<file path="src/rtl/core/assert_macros.svh">
// Assertion helpers shared by the RTL.
`ifndef ASSERT_MACROS_SVH
`define ASSERT_MACROS_SVH
`ifndef NO_ASSERTIONS
`define Q2E_ASSERT(name, prop) \
  name: assert property (@(posedge clk_i) disable iff (!rst_ni) prop) \
    else $error("q2e assertion failed");
`define Q2E_ASSERT_CLK(name, clk, rst_n, prop) \
  name: assert property (@(posedge clk) disable iff (!rst_n) prop) \
    else $error("q2e assertion failed");
`else
`define Q2E_ASSERT(name, prop)
`define Q2E_ASSERT_CLK(name, clk, rst_n, prop)
`endif
`endif

</file>
<file path="src/rtl/core/q2e_pkg.sv">
`default_nettype none
package q2e_pkg;

  localparam int Q15_W      = 16;
  localparam int PROD_W     = 32;
  localparam int CORDIC_W   = 38;
  localparam int ANG_W      = 36;
  localparam int SQ_W       = 62;
  localparam int SQRT_STEPS = 31;
  localparam int OUT_W      = 16;

  localparam logic [23:0] THR_RESET = 24'd8388600;
  localparam logic        REG_POLE_THR = 1'b0;

  localparam logic signed [ANG_W-1:0] HALF_PI_Q30 = 36'sd1686629713;
  localparam logic signed [OUT_W-1:0] HALF_PI_Q12 = 16'sd6434;

  typedef enum logic [1:0] {
    POLE_NONE  = 2'd0,
    POLE_NORTH = 2'd1,
    POLE_SOUTH = 2'd2
  } pole_e;

  localparam logic [30:0] ATAN_TAB [32] = '{
    31'd843314856, 31'd497837829, 31'd263043836, 31'd133525158, 31'd67021686,
    31'd33543515, 31'd16775850, 31'd8388437, 31'd4194282, 31'd2097149,
    31'd1048575, 31'd524287, 31'd262143, 31'd131071, 31'd65535, 31'd32767,
    31'd16383, 31'd8191, 31'd4095, 31'd2047, 31'd1023, 31'd511, 31'd255,
    31'd127, 31'd63, 31'd31, 31'd15, 31'd8, 31'd4, 31'd2, 31'd1, 31'd0
  };

  typedef struct packed {
    logic signed [CORDIC_W-1:0] x;
    logic signed [CORDIC_W-1:0] y;
    logic signed [ANG_W-1:0]    ang;
    logic                       zero;
  } cordic_t;

  typedef struct packed {
    logic [SQ_W-1:0] rem;
    logic [SQ_W-1:0] res;
  } sqrt_t;

  typedef struct packed {
    pole_e pole;
    logic  neg;
  } tag_t;

  // Round half up from Q8.30 to Q4.12, then saturate.
  function automatic logic signed [OUT_W-1:0] round_q12(
      input logic signed [ANG_W+1:0] a);
    logic signed [ANG_W+1:0] r;
    r = (a + 38'sd131072) >>> 18;
    if (r > 38'sd32767) begin
      return 16'sh7fff;
    end else if (r < -38'sd32768) begin
      return 16'sh8000;
    end else begin
      return r[OUT_W-1:0];
    end
  endfunction

endpackage
`default_nettype wire

</file>
<file path="src/rtl/core/q2e_sqrt_cell.sv">
`default_nettype none
module q2e_sqrt_cell
  import q2e_pkg::*;
#(
  parameter int J = 0
) (
  input  wire logic  clk_i,
  input  wire logic  en_i,
  input  wire sqrt_t cell_i,
  output sqrt_t      cell_o
);

  localparam logic [SQ_W-1:0] BIT_K = SQ_W'(1) << (2 * J);

  sqrt_t cell_d, cell_q;
  logic [SQ_W:0] trial;

  always_comb begin
    trial = {1'b0, cell_i.res} + {1'b0, BIT_K};
    if ({1'b0, cell_i.rem} >= trial) begin
      cell_d.rem = cell_i.rem - trial[SQ_W-1:0];
      cell_d.res = (cell_i.res >> 1) + BIT_K;
    end else begin
      cell_d.rem = cell_i.rem;
      cell_d.res = cell_i.res >> 1;
    end
  end

  always_ff @(posedge clk_i) begin
    if (en_i) begin
      cell_q <= cell_d;
    end
  end

  assign cell_o = cell_q;

endmodule
`default_nettype wire

</file>
<file path="src/rtl/core/q2e_isqrt.sv">
`default_nettype none
module q2e_isqrt
  import q2e_pkg::*;
(
  input  wire logic            clk_i,
  input  wire logic            en_i,
  input  wire logic [SQ_W-1:0] rad_i,
  output logic [SQ_W-1:0]      root_o
);

  sqrt_t chain [SQRT_STEPS+1];

  assign chain[0].rem = rad_i;
  assign chain[0].res = '0;

  // One result bit per cell, most significant first.
  for (genvar k = 0; k < SQRT_STEPS; k++) begin : g_cell
    q2e_sqrt_cell #(.J(SQRT_STEPS - 1 - k)) u_cell (
      .clk_i  (clk_i),
      .en_i   (en_i),
      .cell_i (chain[k]),
      .cell_o (chain[k+1])
    );
  end

  assign root_o = chain[SQRT_STEPS].res;

endmodule
`default_nettype wire

</file>
<file path="config.mk">
export PLATFORM = sky130hd
export DESIGN_NAME = q2e_isqrt
export DESIGN_NICKNAME = d
export VERILOG_FILES = /design/src/rtl/core/assert_macros.svh /design/src/rtl/core/q2e_pkg.sv /design/src/rtl/core/q2e_sqrt_cell.sv /design/src/rtl/core/q2e_isqrt.sv
export SDC_FILE = /design/constraint.sdc
export NUM_CORES = 2
export LEC_CHECK = 0
export BUFFER_PORTS_ARGS = -buffer_cell sky130_fd_sc_hd__buf_2
export CAP_MARGIN = 5
export CORE_AREA = 2 2 381 761
export CTS_CLUSTER_DIAMETER = 150
export DETAILED_ROUTE_END_ITERATION = 7
export DIE_AREA = 0 0 383 763
export PLACE_DENSITY = 0.54
export SYNTH_ARGS = -nofsm -noshare
export SYNTH_HDL_FRONTEND = slang
export SYNTH_SLANG_ARGS = --single-unit
</file>
<file path="constraint.sdc">
create_clock -name clk_i -period 4.3 [get_ports clk_i]
set_input_delay 0.645 -clock clk_i [delete_from_list [all_inputs] [get_ports clk_i]]
set_output_delay 0.645 -clock clk_i [all_outputs]
set_load 0.01 [all_outputs]
</file>
==> impl_results.md <==
* Status: finished clean
* Synth unique cells at 92
* Pwr per Cell Area at 521 nW/um2
* RSZ-0062 raised after global routing: false
* # Post-CTS Setup Buffers at 0
* Die width at 383 um
* FF/Latch Area at 70700 um2
* GRT Overall Usage at 23.9%
* Die Y at 763 um
* First-pass GRT wire length at 505000 um
* Leak Pwr at 0.0495 uW
* Synth Area in Compound Gates at 9.36%
* Area Overhead vs Synth at 14.6%
* Synthesis Warnings at 0
* Cell taking the most area after synthesis: edfxtp_1
* Synthesized area at 114000 um2
* R2R Path Start: g_cell[18].u_cell.cell_o[109]
* Mux cell area share after synthesis at 0.908%
* Max_cap viols at 0
* Hold Crit Start: rad_i[60]
* Flop-to-flop setup slack at 1 ps
* Most frequent cells in the layout: edfxtp_1 (2356), inv_1 (670), nand2_1 (579)
* Routed length per placed instance at 25.8 um
* Total power draw at 68200 uW
* Vias per Instance at 5.45
* Placed Cells at 13300
* Drc violations at 0
* Synth Instances at 9142
* Clock Tree Root: clkbuf_16
* Core box area at 286000 um2
* Endpoints failing hold at 0
* Max FFs per register at 2356
* Worst slew pin tran at 1160 ps
* WL final at 356000 um
* Class of the worst hold path: primary input to flop
* Area of the multi-input gates at 40000 um2
* IO Port Bufs at 94
* Clock Pin Slew Worst Setup and Hold Paths at 70 ps
* Most area-consuming cells after synthesis: edfxtp_1 (62%), ha_1 (5.8%), xor2_1 (3.2%)
* Fill cell count at 25600
* Layout cell share with drive strength beyond 1 at 11.5%
* Synth Flop Type: edfxtp_1
* Startpoint Class: flop
* Final Skew at 126 ps
* Antenna violations before repair at 11
* Crit path max fanout at 10
* CTS tree: done
* Relative slew margins at 21.9%
* Main combinational cell family by area after synthesis: simple AND/OR/NAND/NOR gates
* Min Tclk post-route at 4300 ps
* CTS sink count at 2356
* Avg Inst Size Synth at 12.5 um2
* Critical path arrival at 4860 ps
* Most common cell after layout, fill and taps aside: edfxtp_1
* Reg2Reg Depth at 9
* Vias in the first global route at 81100
* Async S/R FF share, synth at 0%
* Largest net degree at the start of global routing at 146
* Synth Area in XOR/XNOR at 6.19%
* Fmax at 233 MHz
* EDFF count, synth at 2356
* GRT Residual Overflow at 0
* Synth top area share at 62.0%
* Final ANT Viol Nets at 0
* DRT Pass-1 Iters at 5
* Layout Utilization at 45.7%
* Die footprint at 292000 um2
* I/O pin cnt at 126
* Final Non-Filler Cells at 13800
* Crit path capture type: flop
* Reg2reg end: g_cell[19].u_cell.cell_o[118]
* Worst Path Required at 4860 ps
* Post-route setup TNS at 0 ps
* Nets at 10400
* Simple-Gate Fraction of Synth Area at 12.5%
* Initial core utilization at 39.9%
* Crit Path Category: flop to flop
* Hold EP: g_cell[0].u_cell.cell_o[122]
* Routability cong. at 0.974
* Core Rows at 278
* Worst skew pair latency at 970 ps
* Max-slew violation count at 0
* Final setup viols at 0
* Initial drt markers at 3593
* Vias post-DR at 75000
* TritonCTS Buffers at 223
* #FFs+latches synth at 2356
* Sequential area share after synthesis at 62.0%
* Post-synthesis adder-cell area fraction at 5.76%
* Worst IR Drop VDD at 0.000565 V
* H-Tree Depth at 4
* Hold path depth at 3
* Clock Path Buffers at 4
* Crit share post-route at 100%
* DP Wirelength at 285000 um
## how the worst max path moves through the flow
stage,from,end,slack [ps],cells past startpoint
floorplan,g_cell[25].u_cell.cell_o[76],g_cell[26].u_cell.cell_o[116],860,12
global placement,g_cell[20].u_cell.cell_o[104],g_cell[21].u_cell.cell_o[123],-1460,11
detailed placement,g_cell[5].u_cell.cell_o[54],g_cell[6].u_cell.cell_o[117],-170,10
CTS,g_cell[21].u_cell.cell_o[87],g_cell[22].u_cell.cell_o[111],20,12
global route,g_cell[28].u_cell.cell_o[7],g_cell[29].u_cell.cell_o[114],10,12
finish,g_cell[18].u_cell.cell_o[109],g_cell[19].u_cell.cell_o[118],1,9
## layer usage
| layer | vias up | share of wire (%) | GRT usage (%) |
|---|---|---|---|
| met1 | 36800 | 23 | 13.5 |
| met4 | 8 | 13 | 26.7 |
| li1 | 35500 | - | - |
| met3 | 1108 | 2.4 | 2.56 |
| met5 | - | 0.014 | 0 |
| met2 | 1650 | 62 | 53.0 |
## cells in the mapped netlist, types with 26 or more instances
library cell / count
nand2b_1: 90
o211ai_1: 38
or4_1: 94
and2_1: 30
xnor2_1: 394
clkbuf_1: 159
o21bai_1: 50
a21o_1: 222
nor2_1: 570
nor2b_1: 70
edfxtp_1: 2356
a21boi_0: 26
o21ai_0: 420
mux2_2: 76
or3_1: 94
or2_2: 47
nor4b_1: 43
nand2_1: 579
a211oi_1: 39
o31ai_1: 44
ha_1: 525
nand4_1: 149
o21a_1: 98
inv_1: 670
nor4_1: 343
xor2_1: 413
buf_4: 63
nor3_1: 257
nand3_1: 164
and3_1: 59
a21oi_1: 525
a31oi_1: 47
nand3b_1: 27
## power breakdown
part	internal (uW)	switching (uW)	total [uW]
clock	11400	8940	20400
sequential	29100	2290	31400
combinational	6570	9850	16400
total	47100	21100	68200
## final cells by class
class | count | share of cell area, %
flip-flops and latches | 2356 | 54.1
multi-input cells | 5887 | 30.6
clock buffers | 259 | 4.42
repair buffers | 663 | 4.10
well taps | 3780 | 3.62
inverters | 676 | 1.94
clock inverters | 147 | 1.21
diodes | 13 | 0.0249
## metrics by stage
step	cell area, um2	hold WS [ps]	setup WS, ps
floorplan	114000	417	861
global placement	123000	421	-1460
detailed placement	123000	428	-166
CTS	131000	16.5	24.7
global route	131000	81.7	13.2
finish	131000	85.8	1.24
## kinds of logic (layout without fill, tap and decap cells)
family	Yosys count	in the layout
other cells	1	44
mux	94	94
simple gates	2722	2722
flops	2356	2356
buf+inv	929	1745
xor+xnor	807	807
fa+ha+maj	525	525
compound gates	1708	1708
## critical path, stage by stage, from the launching register on
cell	delay [ps]
edfxtp_1	490
or4_1	630
or2_2	540
or4_1	820
o211a_1	350
and3_1	200
o21a_1	140
nand4b_4	300
nor4_1	380
xor2_1	120
## what timing repair did
item	CTS	global route
resized for setup	3	5
hold buffers	61	0
hold endpoints to repair	61	0
gates cloned	0	0
setup endpoints to repair	11	16
Power figures use the tool's default switching activity.
